$ cat src/rtl/bltr_pkg.sv
// Shared widths, reset values, register codes and record types of the throttle ramp.
package bltr_pkg;

	localparam int unsigned PULSE_W    = 16;
	localparam int unsigned LEVEL_W    = 3;
	localparam int unsigned RAMP_W     = 16;
	localparam int unsigned IDLE_W     = 24;
	localparam int unsigned LOCK_W     = 8;
	localparam int unsigned CFG_IDX_W  = 3;
	localparam int unsigned CFG_DATA_W = 24;

	// debounce lockout length in ticks
	localparam logic [LOCK_W-1:0] DEBOUNCE_TICKS = 8'd200;

	localparam logic [LEVEL_W-1:0] LEVEL_OFF   = 3'd0;
	localparam logic [LEVEL_W-1:0] LEVEL_ONE   = 3'd1;
	localparam logic [LEVEL_W-1:0] LEVEL_TWO   = 3'd2;
	localparam logic [LEVEL_W-1:0] LEVEL_THREE = 3'd3;
	localparam logic [LEVEL_W-1:0] LEVEL_FOUR  = 3'd4;

	typedef enum logic [CFG_IDX_W-1:0] {
		REG_PULSE_OFF         = 3'd0,
		REG_PULSE_LEVEL_ONE   = 3'd1,
		REG_PULSE_LEVEL_TWO   = 3'd2,
		REG_PULSE_LEVEL_THREE = 3'd3,
		REG_PULSE_LEVEL_FOUR  = 3'd4,
		REG_SLEW_STEP         = 3'd5,
		REG_SLEW_PERIOD       = 3'd6,
		REG_AUTO_OFF_LIMIT    = 3'd7
	} cfg_reg_t;

	localparam logic [PULSE_W-1:0] PULSE_OFF_RST     = 16'd8000;
	localparam logic [PULSE_W-1:0] PULSE_ONE_RST     = 16'd9600;
	localparam logic [PULSE_W-1:0] PULSE_TWO_RST     = 16'd10200;
	localparam logic [PULSE_W-1:0] PULSE_THREE_RST   = 16'd11000;
	localparam logic [PULSE_W-1:0] PULSE_FOUR_RST    = 16'd12000;
	localparam logic [PULSE_W-1:0] SLEW_STEP_RST     = 16'd100;
	localparam logic [RAMP_W-1:0]  SLEW_PERIOD_RST   = 16'd50;
	localparam logic [IDLE_W-1:0]  AUTO_OFF_RST      = 24'd360000;

	typedef struct packed {
		logic [PULSE_W-1:0] pulse_off;
		logic [PULSE_W-1:0] pulse_one;
		logic [PULSE_W-1:0] pulse_two;
		logic [PULSE_W-1:0] pulse_three;
		logic [PULSE_W-1:0] pulse_four;
		logic [PULSE_W-1:0] slew_step;
		logic [RAMP_W-1:0]  slew_period;
		logic [IDLE_W-1:0]  auto_off_limit;
	} cfg_t;

	typedef struct packed {
		logic [LEVEL_W-1:0] level;
		logic [PULSE_W-1:0] pulse;
		logic [RAMP_W-1:0]  ramp_elapsed;
		logic [IDLE_W-1:0]  idle_elapsed;
		logic [LOCK_W-1:0]  lockout;
	} state_t;

	typedef struct packed {
		logic [PULSE_W-1:0] pulse_width;
		logic [LEVEL_W-1:0] level;
		logic               at_target;
	} result_t;

	// target pulse width of a level; unused codes fall back to the off width
	function automatic logic [PULSE_W-1:0] target_of(cfg_t cfg, logic [LEVEL_W-1:0] lvl);
		logic [PULSE_W-1:0] t;
		case (lvl)
			LEVEL_ONE:   t = cfg.pulse_one;
			LEVEL_TWO:   t = cfg.pulse_two;
			LEVEL_THREE: t = cfg.pulse_three;
			LEVEL_FOUR:  t = cfg.pulse_four;
			default:     t = cfg.pulse_off;
		endcase
		return t;
	endfunction

endpackage

$ cat src/rtl/bltr_tick_if.sv
// Tick channel: one button sample per transfer.
interface bltr_tick_if;
	logic valid;
	logic ready;
	logic button;

	modport source (output valid, output button, input ready);
	modport sink   (input valid, input button, output ready);
endinterface

$ cat src/rtl/bltr_result_if.sv
// Result channel: pulse width, level and at-target flag per transfer.
interface bltr_result_if;
	logic                             valid;
	logic                             ready;
	logic [bltr_pkg::PULSE_W-1:0]     pulse_width;
	logic [bltr_pkg::LEVEL_W-1:0]     level;
	logic                             at_target;

	modport source (output valid, output pulse_width, output level, output at_target,
		input ready);
	modport sink   (input valid, input pulse_width, input level, input at_target,
		output ready);
endinterface

$ cat src/rtl/button_level_throttle_ramp_unit.sv
// Top level: button-stepped power level with slew-limited pulse width.
//
//  channel | dir | payload                          | transfer when
//  tick    | in  | button                           | tick.valid & tick.ready
//  result  | out | pulse_width, level, at_target    | result.valid & result.ready
//  cfg     | in  | cfg_index, cfg_data              | cfg_we
//
// One tick per clock cycle while tick.ready is high; its result is registered.
// The per-tick update is a single pass of bltr_tick_update feeding the state regs.
// A skid register behind the result register keeps tick.ready high for one extra
// transfer while result is stalled; tick.ready drops only once the skid is full.
// arst_n clears the state and loads the register reset values; no clearing pass.
module button_level_throttle_ramp_unit (
	input  logic                              clk,
	input  logic                              arst_n,
	bltr_tick_if.sink                         tick,
	bltr_result_if.source                     result,
	input  logic                              cfg_we,
	input  logic [bltr_pkg::CFG_IDX_W-1:0]    cfg_index,
	input  logic [bltr_pkg::CFG_DATA_W-1:0]   cfg_data
);

	bltr_pkg::cfg_t    cfg_q;
	bltr_pkg::state_t  state_q;
	bltr_pkg::state_t  state_nxt;
	bltr_pkg::result_t res_nxt;
	bltr_pkg::result_t out_q;
	bltr_pkg::result_t skid_q;
	logic              out_valid_q;
	logic              skid_valid_q;
	logic              tick_fire;
	logic              out_fire;

	// configuration writes; every index is a register
	always_ff @(posedge clk or negedge arst_n) begin
		if (!arst_n) begin
			cfg_q.pulse_off      <= bltr_pkg::PULSE_OFF_RST;
			cfg_q.pulse_one      <= bltr_pkg::PULSE_ONE_RST;
			cfg_q.pulse_two      <= bltr_pkg::PULSE_TWO_RST;
			cfg_q.pulse_three    <= bltr_pkg::PULSE_THREE_RST;
			cfg_q.pulse_four     <= bltr_pkg::PULSE_FOUR_RST;
			cfg_q.slew_step      <= bltr_pkg::SLEW_STEP_RST;
			cfg_q.slew_period    <= bltr_pkg::SLEW_PERIOD_RST;
			cfg_q.auto_off_limit <= bltr_pkg::AUTO_OFF_RST;
		end else if (cfg_we) begin
			unique case (bltr_pkg::cfg_reg_t'(cfg_index))
				bltr_pkg::REG_PULSE_OFF:
					cfg_q.pulse_off <= cfg_data[bltr_pkg::PULSE_W-1:0];
				bltr_pkg::REG_PULSE_LEVEL_ONE:
					cfg_q.pulse_one <= cfg_data[bltr_pkg::PULSE_W-1:0];
				bltr_pkg::REG_PULSE_LEVEL_TWO:
					cfg_q.pulse_two <= cfg_data[bltr_pkg::PULSE_W-1:0];
				bltr_pkg::REG_PULSE_LEVEL_THREE:
					cfg_q.pulse_three <= cfg_data[bltr_pkg::PULSE_W-1:0];
				bltr_pkg::REG_PULSE_LEVEL_FOUR:
					cfg_q.pulse_four <= cfg_data[bltr_pkg::PULSE_W-1:0];
				bltr_pkg::REG_SLEW_STEP:
					cfg_q.slew_step <= cfg_data[bltr_pkg::PULSE_W-1:0];
				bltr_pkg::REG_SLEW_PERIOD:
					cfg_q.slew_period <= cfg_data[bltr_pkg::RAMP_W-1:0];
				bltr_pkg::REG_AUTO_OFF_LIMIT:
					cfg_q.auto_off_limit <= cfg_data[bltr_pkg::IDLE_W-1:0];
				default: ;
			endcase
		end
	end

	// handshakes
	assign tick.ready = !skid_valid_q;
	assign tick_fire  = tick.valid && tick.ready;
	assign out_fire   = out_valid_q && result.ready;

	bltr_tick_update u_update (
		.cur    (state_q),
		.cfg    (cfg_q),
		.button (tick.button),
		.nxt    (state_nxt),
		.res    (res_nxt)
	);

	// tick state advances on every accepted transfer
	always_ff @(posedge clk or negedge arst_n) begin
		if (!arst_n) begin
			state_q.level        <= bltr_pkg::LEVEL_OFF;
			state_q.pulse        <= bltr_pkg::PULSE_OFF_RST;
			state_q.ramp_elapsed <= '0;
			state_q.idle_elapsed <= '0;
			state_q.lockout      <= '0;
		end else if (tick_fire) begin
			state_q <= state_nxt;
		end
	end

	// result register plus skid: valid flags
	always_ff @(posedge clk or negedge arst_n) begin
		if (!arst_n) begin
			out_valid_q  <= 1'b0;
			skid_valid_q <= 1'b0;
		end else begin
			if (skid_valid_q) begin
				if (out_fire) begin
					skid_valid_q <= 1'b0;
				end
			end else if (tick_fire) begin
				if (out_valid_q && !result.ready) begin
					skid_valid_q <= 1'b1;
				end else begin
					out_valid_q <= 1'b1;
				end
			end else if (out_fire) begin
				out_valid_q <= 1'b0;
			end
		end
	end

	// payload, no reset needed
	always_ff @(posedge clk) begin
		if (skid_valid_q) begin
			if (out_fire) begin
				out_q <= skid_q;
			end
		end else if (tick_fire) begin
			if (out_valid_q && !result.ready) begin
				skid_q <= res_nxt;
			end else begin
				out_q <= res_nxt;
			end
		end
	end

	assign result.valid       = out_valid_q;
	assign result.pulse_width = out_q.pulse_width;
	assign result.level       = out_q.level;
	assign result.at_target   = out_q.at_target;

	// skid holds data only behind a full result register
	a_skid_behind_out: assert property (@(posedge clk) disable iff (!arst_n)
		skid_valid_q |-> out_valid_q)
		else $error("skid register valid with empty result register");

	// level never leaves 0..4
	a_level_range: assert property (@(posedge clk) disable iff (!arst_n)
		state_q.level <= bltr_pkg::LEVEL_FOUR)
		else $error("power level out of range");

	// during lockout a transfer leaves the level untouched
	a_lockout_holds_level: assert property (@(posedge clk) disable iff (!arst_n)
		(tick_fire && state_q.lockout != '0) |=> $stable(state_q.level))
		else $error("level changed during debounce lockout");

	// a press outside lockout reloads the lockout counter
	a_press_reloads: assert property (@(posedge clk) disable iff (!arst_n)
		(tick_fire && state_q.lockout == '0 && tick.button)
		|=> state_q.lockout == bltr_pkg::DEBOUNCE_TICKS)
		else $error("press did not start lockout");

endmodule

$ cat src/rtl/bltr_tick_update.sv
// Next-state and result logic for one millisecond tick.
module bltr_tick_update (
	input  bltr_pkg::state_t  cur,
	input  bltr_pkg::cfg_t    cfg,
	input  logic              button,
	output bltr_pkg::state_t  nxt,
	output bltr_pkg::result_t res
);

	logic [bltr_pkg::RAMP_W-1:0]  ramp_inc;
	logic [bltr_pkg::IDLE_W-1:0]  idle_inc;
	logic [bltr_pkg::LEVEL_W-1:0] level_n;
	logic [bltr_pkg::IDLE_W-1:0]  idle_n;
	logic [bltr_pkg::LOCK_W-1:0]  lock_n;
	logic [bltr_pkg::RAMP_W-1:0]  ramp_n;
	logic [bltr_pkg::PULSE_W-1:0] pulse_n;
	logic [bltr_pkg::PULSE_W-1:0] target;
	logic                         normal;
	logic                         step;
	logic [bltr_pkg::PULSE_W:0]   up_sum;
	logic [bltr_pkg::PULSE_W:0]   dn_lim;

	// saturating timers
	assign ramp_inc = (cur.ramp_elapsed == '1) ? cur.ramp_elapsed
		: cur.ramp_elapsed + 1'b1;
	assign idle_inc = (cur.idle_elapsed == '1) ? cur.idle_elapsed
		: cur.idle_elapsed + 1'b1;

	assign normal = (cur.lockout == '0) && !button;

	always_comb begin
		level_n = cur.level;
		idle_n  = idle_inc;
		lock_n  = cur.lockout;
		if (cur.lockout != '0) begin
			lock_n = cur.lockout - 1'b1;
		end else if (button) begin
			level_n = (cur.level >= bltr_pkg::LEVEL_FOUR) ? bltr_pkg::LEVEL_OFF
				: cur.level + 1'b1;
			idle_n  = '0;
			lock_n  = bltr_pkg::DEBOUNCE_TICKS;
		end else if (cur.level != bltr_pkg::LEVEL_OFF && idle_inc > cfg.auto_off_limit) begin
			level_n = bltr_pkg::LEVEL_OFF;
		end
	end

	// target of the level this tick ends with
	assign target = bltr_pkg::target_of(cfg, level_n);
	assign step   = normal && (ramp_inc >= cfg.slew_period);
	assign up_sum = {1'b0, cur.pulse} + {1'b0, cfg.slew_step};
	assign dn_lim = {1'b0, target} + {1'b0, cfg.slew_step};

	always_comb begin
		pulse_n = cur.pulse;
		ramp_n  = ramp_inc;
		if (step) begin
			ramp_n = '0;
			if (cur.pulse < target) begin
				pulse_n = (up_sum > {1'b0, target}) ? target : up_sum[bltr_pkg::PULSE_W-1:0];
			end else if (cur.pulse > target) begin
				pulse_n = ({1'b0, cur.pulse} < dn_lim) ? target : cur.pulse - cfg.slew_step;
			end
		end
	end

	assign nxt.level        = level_n;
	assign nxt.pulse        = pulse_n;
	assign nxt.ramp_elapsed = ramp_n;
	assign nxt.idle_elapsed = idle_n;
	assign nxt.lockout      = lock_n;

	assign res.pulse_width = pulse_n;
	assign res.level       = level_n;
	assign res.at_target   = (pulse_n == target);

endmodule
$ cat src/flat_wrapper.sv
// flat-port wrapper written by rule: the top's interface ports become plain ports
module button_level_throttle_ramp_unit_flat 
  (clk, arst_n, cfg_we, cfg_index, cfg_data, tick_valid, tick_button, tick_ready, result_valid, result_pulse_width, result_level, result_at_target, result_ready);
  bltr_tick_if tick_i ();
  bltr_result_if result_i ();
  input  logic clk;
  input  logic arst_n;
  input  logic cfg_we;
  input  logic [bltr_pkg::CFG_IDX_W-1:0] cfg_index;
  input  logic [bltr_pkg::CFG_DATA_W-1:0] cfg_data;
  input wire logic [$bits(tick_i.valid)-1:0] tick_valid;
  input wire logic [$bits(tick_i.button)-1:0] tick_button;
  output wire logic [$bits(tick_i.ready)-1:0] tick_ready;
  output wire logic [$bits(result_i.valid)-1:0] result_valid;
  output wire logic [$bits(result_i.pulse_width)-1:0] result_pulse_width;
  output wire logic [$bits(result_i.level)-1:0] result_level;
  output wire logic [$bits(result_i.at_target)-1:0] result_at_target;
  input wire logic [$bits(result_i.ready)-1:0] result_ready;
  assign tick_i.valid = tick_valid;
  assign tick_i.button = tick_button;
  assign tick_ready = tick_i.ready;
  assign result_valid = result_i.valid;
  assign result_pulse_width = result_i.pulse_width;
  assign result_level = result_i.level;
  assign result_at_target = result_i.at_target;
  assign result_i.ready = result_ready;
  button_level_throttle_ramp_unit u_core (.clk(clk), .arst_n(arst_n), .tick(tick_i), .result(result_i), .cfg_we(cfg_we), .cfg_index(cfg_index), .cfg_data(cfg_data));
endmodule
$ cat config.mk
export PLATFORM = sky130hd
export DESIGN_NAME = button_level_throttle_ramp_unit_flat
export DESIGN_NICKNAME = d
export VERILOG_FILES = /design/src/rtl/bltr_pkg.sv /design/src/rtl/bltr_tick_if.sv /design/src/rtl/bltr_result_if.sv /design/src/rtl/button_level_throttle_ramp_unit.sv /design/src/rtl/bltr_tick_update.sv /design/src/flat_wrapper.sv
export SDC_FILE = /design/constraint.sdc
export NUM_CORES = 1
export LEC_CHECK = 0
export BUFFER_PORTS_ARGS = -buffer_cell sky130_fd_sc_hd__buf_2
export CAP_MARGIN = 20
export CORE_MARGIN = 4
export CORE_UTILIZATION = 60
export DETAILED_ROUTE_END_ITERATION = 8
export PLACE_DENSITY = 0.76
export SYNTH_ARGS = -nofsm -noshare
export SYNTH_HDL_FRONTEND = slang
export SYNTH_SLANG_ARGS = --single-unit
$ cat constraint.sdc
create_clock -name clk -period 14.5 [get_ports clk]
set_clock_uncertainty 0.05 [all_clocks]
set_input_delay 0.725 -clock clk [delete_from_list [all_inputs] [get_ports clk]]
set_output_delay 0.725 -clock clk [all_outputs]
set_load 0.03 [all_outputs]
==> results of run 1 <==
[cells in the final DEF, fill, tap and decap left out, types with 18 or more instances in the layout]
master     count
a21oi_1       85
nor3_1        28
nand2_1      165
buf_2         53
mux2_2       147
o211ai_1      19
nor2_1        94
ha_1         139
a21o_1        19
a31oi_1       18
nand3_1       47
xnor2_1       48
dfrtp_1      151
dfstp_2       54
o21ai_0      105
inv_1        113
xor2_1        26
clkbuf_16     30
o31ai_1       19
nand4_1       20
and3_1        25
edfxtp_1      40
a22o_1        19
[stage by stage]
| step | instance area [um2] | hold slack [ps] | instances | worst slack [ps] |
|---|---|---|---|---|
| detailed placement | 17500 | 442 | 2122 | 3460 |
| global placement | 17500 | 437 | 2122 | 3830 |
| finish | 18600 | 84.9 | 2179 | 3280 |
| floorplan | 16800 | 379 | 1742 | 4880 |
| global route | 18600 | 112 | 2178 | 2600 |
| CTS | 18600 | 119 | 2176 | 3390 |
[Yosys cell counts (40+ instances only)]
library cell	number	share of area (%)
a21oi_1	86	2.6
clkbuf_1	61	1.4
dfrtp_1	151	22
dfstp_2	54	8.4
edfxtp_1	40	7.1
ha_1	139	10
inv_1	113	2.5
mux2_2	147	9.8
nand2_1	166	3.7
nand3_1	47	1.4
nor2_1	95	2.1
o21ai_0	105	3.1
xnor2_1	48	2.5
[layout make-up]
type | instances | area share, %
inverter | 119 | 2.40
sequential | 245 | 34.4
clock buffer | 42 | 4.71
clock inverter | 12 | 1.06
timing repair buffer | 71 | 2.25
antenna | 1 | 0.0135
multi-input combinational | 1311 | 52.6
tap | 378 | 2.54
[layer usage]
layer	routed length (um)	vias up	part of all wire (%)	track usage [%]
met5	23	-	0.046	0
met4	2370	4	4.7	13.2
met3	3550	148	7.1	4.46
met2	22900	597	46	52.8
met1	21000	6851	42	43.1
li1	-	6455	-	-
[logic make-up (layout without fill, tap and decap cells)]
| group | after synthesis | in the layout | synth area share [%] |
|---|---|---|---|
| XOR/XNOR | 74 | 74 | 3.85 |
| AO/OA/AOI/OAI | 440 | 440 | 18.0 |
| adder cells (fa/ha/maj) | 142 | 142 | 10.7 |
| multiplexers | 162 | 162 | 10.7 |
| AND/OR/NAND/NOR | 493 | 493 | 14.6 |
| other | 0 | 1 | 0 |
| buffers and inverters | 186 | 244 | 4.21 |
| flip-flops | 245 | 245 | 38.0 |
[registers in the layout, indices dropped and copies added, names as in the netlist]
signal and cells:
u_core.skid_valid_q 1, u_core.result.at_target 1, u_core.state_q 67, u_core.result.pulse_width 16, u_core.cfg_q 136, u_core.result.level 3
u_core.skid_q 20, u_core.result.valid 1
[worst reg2reg max path: cells and delay by family, from the launching register on]
kind / cells / cell delay [ps]
flops: 1 / 430
compound gates: 22 / 5120
xor+xnor: 2 / 310
fa+ha+maj: 3 / 970
simple gates: 17 / 3900
buf+inv: 1 / 300
[power by group through the flow]
stage	clock (mW)	sequential, mW	combinational [mW]
floorplan	0	1.05	1.50
global placement	0	1.06	2.07
detailed placement	0	1.07	2.10
CTS	0.816	1.06	2.12
global route	0.845	1.08	2.36
finish	0.807	1.06	2.15
[path summary, 6_finish.rpt]
| path | from | to | slack, ps |
|---|---|---|---|
| worst max register to register | u_core.state_q[19]$_DFFE_PN0P_ | u_core.result.at_target$_DFFE_PP_ | 3280 |
| worst min register to register | u_core.cfg_q[8]$_DFFE_PN0P_ | u_core.cfg_q[8]$_DFFE_PN0P_ | 450 |
| worst min-delay path | arst_n | u_core.state_q[62]$_DFFE_PN0P_ | 80 |
| worst max-delay path | u_core.state_q[19]$_DFFE_PN0P_ | u_core.result.at_target$_DFFE_PP_ | 3280 |
| max in group asynchronous | arst_n | u_core.state_q[2]$_DFFE_PN0P_ | 12880 |
| min in group clk | result_ready | u_core.skid_valid_q$_DFF_PN0_ | 280 |
==> flow_metrics.py, run 1 <==
metrics = {
    "min_path": {
        "hp-class": "input port to async pin",
    },
    "worst_setup_path": {
        "worstSetupPathDepth": 45,
        "crit_required_ps": 14860,
        "crit_family": "compound AO/OA/AOI/OAI gates",
        "worstSetupStartpointType": "flop",
        "crit_buf_inv": 1,
        "r2r_cells": 45,
        "endpoint_kind": "flop",
        "critPathSlowestCell": "a211oi_1",
        "max_stage_delay_ps": 610,
        "critPathKind": "flop to flop",
        "cp_max_fo": 22,
        "arrival_ps": 11580,
    },
    "clock_network": {
        "post_cts_buffers": 0,
        "cts_tree": "yes",
        "numCtsBuffers": 29,
        "numClockSinks": 245,
        "clkLatencyLatePin_ps": 580,
        "cts.clk_slew.worst_paths_ps": 60,
        "cts-root-buf": "clkbuf_16",
        "postCtsHoldBufs": 0,
        "htreeDepth": 1,
        "cts.path.max_buffers": 3,
        "ctsResizeCount": 0,
    },
    "sta": {
        "slew_violations": 0,
        "min_period_ps": 11220,
        "setup_tns_ps": 0,
        "final_hold_viol_count": 0,
        "final-setup-viol-count": 0,
        "max_freq_mhz": 89.1,
        "slew_headroom_pct": 29.8,
        "worst_slew_pin_slew_ps": 1050,
        "rsz0062_at_grt": "no",
        "period_share_pct": 77.4,
    },
    "logic_synthesis": {
        "syn_nets": 1917,
        "yosysSeqAreaShare_pct": 38.0,
        "synth-warning-count": 0,
        "synth_area_per_cell_um2": 9.67,
        "synthArstFlopShare_pct": 83.7,
        "synth_cells": 1742,
        "ys.flop_type": "dfrtp_1",
        "netlist_area_um2": 16800,
        "synthDistinctLibCells": 94,
        "synth_seq_cells": 245,
        "synth_edf_count": 40,
    },
    "floorplan": {
        "start_util_pct": 60.8,
        "die_w_um": 176,
        "die_y_um": 176,
        "core_um2": 27700,
        "dieArea_um2": 30800,
        "ios": 55,
        "core.rowCount": 61,
    },
    "power": {
        "power_mw": 4.02,
        "peakVddDrop_mv": 0.138,
        "p_leak_nw": 8.25,
        "p_clk_share_pct": 20.1,
        "power_frac_seq_pct": 26.4,
        "p_int_mw": 2.21,
        "p_sw_mw": 1.81,
        "switching_share_pct": 45.0,
        "power.density_nw_per_um2": 216,
        "p_comb_share_pct": 53.5,
    },
    "cells_and_area": {
        "seq_area_um2": 6400,
        "area_delta_synth_final_pct": 10.4,
        "multiInputGateArea_um2": 9790,
        "drive_gt1_share_pct": 20.4,
        "nNetsFinal": 1952,
        "fillers": 2228,
        "finish.utilization_pct": 67.1,
    },
    "grt": {
        "track_usage_pct": 32.1,
        "grt_pass1_vias": 14000,
        "grt_max_degree": 74,
        "grt_pass1_wl_mm": 78.1,
        "overflow": 0,
        "antenna_found_initial": 3,
    },
    "route": {
        "drt-total-wl_mm": 49.8,
        "dr_total_vias": 14100,
        "viasPerCell": 6.45,
        "dr.first_iter.drc_count": 1073,
        "ant_nets": 0,
        "post_drt_wl_per_cell_um": 22.9,
        "remaining_drc_errors": 0,
        "firstDrtPassIters": 8,
    },
    "status": {
        "status": "finished, final reports clean",
    },
    "placed_design": {
        "gp_congestion": 0.999,
        "hpwl_mm": 36.9,
        "port_buffers": 54,
    },
    "flow_run": {
        "maxCapViolCount": 0,
    },
}
Power figures use the tool's default switching activity.
==> run 2: changes to the inputs <==
--- a/config.mk
+++ b/config.mk
@@ -8,9 +8,9 @@
 export BUFFER_PORTS_ARGS = -buffer_cell sky130_fd_sc_hd__buf_2
 export CAP_MARGIN = 20
 export CORE_MARGIN = 4
-export CORE_UTILIZATION = 60
+export CORE_UTILIZATION = 58
 export DETAILED_ROUTE_END_ITERATION = 8
-export PLACE_DENSITY = 0.76
+export PLACE_DENSITY = 0.77
 export SYNTH_ARGS = -nofsm -noshare
 export SYNTH_HDL_FRONTEND = slang
 export SYNTH_SLANG_ARGS = --single-unit
==> constraint.sdc (replaced) <==
create_clock -name clk -period 10.12 [get_ports clk]
set_clock_uncertainty 0.05 [all_clocks]
set_input_delay 0.506 -clock clk [delete_from_list [all_inputs] [get_ports clk]]
set_output_delay 0.506 -clock clk [all_outputs]
set_load 0.03 [all_outputs]
==> run 2 against run 1 <==
  * The run now ends with hold timing left
  * Largest power group unchanged
  * Highest routed layer is now met4
  * Largest cell class unchanged
  * Clock power is 13% higher
  * Cell count increased by 2.2%
  * Maximum frequency is 16% higher
==> flow_metrics.py, run 2 (same netlist as run 1, synthesis figures left out) <==
metrics = {
    "power": {
        "p_sw_mw": 2.58,
        "power.density_nw_per_um2": 300,
        "power_frac_seq_pct": 26.9,
        "switching_share_pct": 45.6,
        "p_comb_share_pct": 57.0,
        "p_leak_nw": 8.40,
        "power_mw": 5.66,
        "p_clk_share_pct": 16.1,
        "peakVddDrop_mv": 0.175,
        "p_int_mw": 3.08,
    },
    "worst_setup_path": {
        "crit_required_ps": 10440,
        "reg2reg_from": "u_core.state_q[20]$_DFFE_PN0P_",
        "critPathKind": "flop to flop",
        "cp_max_fo": 11,
        "max_stage_delay_ps": 420,
        "crit_start": "u_core.state_q[20]$_DFFE_PN0P_",
        "endpoint_kind": "flop",
        "cp_common_cell": "nand3_1",
        "arrival_ps": 9990,
        "critPathSlowestCell": "dfrtp_1",
        "worstSetupStartpointType": "flop",
    },
    "floorplan": {
        "ios": 55,
        "die_y_um": 178,
        "start_util_pct": 58.7,
        "core_um2": 28700,
        "die_w_um": 178,
        "core.rowCount": 62,
        "dieArea_um2": 31800,
    },
    "cells_and_area": {
        "nNetsFinal": 1999,
        "largest_reg_flops": 136,
        "seq_area_um2": 6400,
        "top_register": "u_core.cfg_q",
        "area_delta_synth_final_pct": 12.0,
        "stdcell_area_um2": 18900,
        "final_common_cell": "nand2_1",
        "fin_cells": 2228,
        "most-common-layout-cells": "165 x nand2_1, 148 x dfrtp_1, 147 x mux2_2",
        "n_antenna_cell": 0,
        "multiInputGateArea_um2": 9890,
        "largest_registers": "u_core.cfg_q: 136 flops, u_core.state_q: 67 flops, u_core.skid_q: 20 flops",
        "finish.utilization_pct": 65.7,
        "drive_gt1_share_pct": 23.4,
        "fillers": 2293,
    },
    "route": {
        "post_drt_wl_per_cell_um": 22.4,
        "dr_total_vias": 14400,
        "firstDrtPassIters": 7,
        "drt-total-wl_mm": 49.9,
        "dr.first_iter.drc_count": 1135,
        "ant_nets": 0,
        "viasPerCell": 6.47,
        "remaining_drc_errors": 0,
    },
    "grt": {
        "antenna_found_initial": 0,
        "grt_pass1_wl_mm": 77.5,
        "grt_max_degree": 96,
        "overflow": 0,
        "track_usage_pct": 30.9,
        "grt_pass1_vias": 14100,
    },
    "sta": {
        "worst_slew_pin_slew_ps": 1070,
        "timing.hold.ws_ps": -34.4,
        "slew_headroom_pct": 28.3,
        "slew_violations": 0,
        "min_period_ps": 9680,
        "final_hold_viol_count": 12,
        "period_share_pct": 95.6,
        "final-setup-viol-count": 0,
        "max_freq_mhz": 103,
        "setup_tns_ps": 0,
    },
    "placed_design": {
        "gp_congestion": 1.01,
        "placed_cells": 2169,
        "port_buffers": 54,
        "placed_cell_area_um2": 17800,
        "hpwl_mm": 36.9,
    },
    "clock_network": {
        "clkLatencyLatePin_ps": 540,
        "numClockSinks": 245,
        "cts-root-buf": "clkbuf_16",
        "cts_tree": "yes",
        "cts.clk_slew.worst_paths_ps": 70,
        "htreeDepth": 1,
        "numCtsBuffers": 26,
        "cts.path.max_buffers": 3,
    },
    "min_path": {
        "hp-class": "input port to async pin",
    },
    "status": {
        "status": "finished, violations left",
        "violations": "hold timing",
    },
    "flow_run": {
        "maxCapViolCount": 0,
    },
}
==> run 2: cell types whose count changed in the layout (fill, tap and decap cells not counted), sizes merged <==
cell	delta
inv	-3
diode	-1
clkbuf	-6
clkinv	+5
bufinv	-4
clkinvlp	+3
buf	+49
==> run 2: power by group through the flow <==
stage	sequential (mW)	clock (mW)	combinational, mW
after floorplan	1.51	0	2.15
after global placement	1.51	0	3.04
after detailed placement	1.53	0	3.10
after CTS	1.51	0.924	3.12
after global routing	1.55	0.971	3.54
final	1.52	0.910	3.23
==> run 2: worst paths after layout <==
| kind | end | slack [ps] | cells after the start |
|---|---|---|---|
| max | u_core.result.at_target$_DFFE_PP_ | 440 | 48 |
| min | u_core.state_q[3]$_DFFE_PN0P_ | -30 | 1 |
| max reg2reg | u_core.result.at_target$_DFFE_PP_ | 440 | 48 |
| min reg2reg | u_core.cfg_q[109]$_DFFE_PN0P_ | 460 | 1 |
| max in group asynchronous | u_core.state_q[52]$_DFFE_PN0P_ | 8710 | 2 |
| min in group clk | u_core.skid_valid_q$_DFF_PN0_ | 120 | 2 |
==> run 2: metrics by stage <==
stage	setup slack, ps	hold WS, ps
after floorplan	495	160
after global placement	341	434
after detailed placement	1.38	441
after CTS	38.1	14.4
after global routing	-69.6	35.1
final	444	-34.4
==> run 2: worst max-delay path, delay by kind of cell (launching register included) <==
family	cells	cell delay, ps
flip-flops	1	420
buffers and inverters	3	490
AND/OR/NAND/NOR	19	3140
XOR/XNOR	2	260
AO/OA/AOI/OAI	21	4190
adder cells (fa/ha/maj)	3	940
==> run 2: layout make-up <==
class / count / area share [%]
Multi-Input combinational cell: 1311 / 52.4
Sequential cell: 245 / 33.9
Timing Repair Buffer: 121 / 4.38
Clock buffer: 35 / 3.90
Tap cell: 384 / 2.55
Inverter: 119 / 2.37
Clock inverter: 13 / 0.444
==> run 2: repair_timing <==
action,CTS,global route
cloned,0,1
hold buffers,0,0
setup endpoints to repair,1,37
pin swaps,1,10
resized for setup,0,34
hold endpoints to repair,0,0
setup buffers,0,8
==> run 2: per-layer routing <==
metal,track usage (%),wire (um)
met1,41.2,20300
met5,0,0
met3,4.90,3950
met2,51.0,23300
met4,11.9,2250
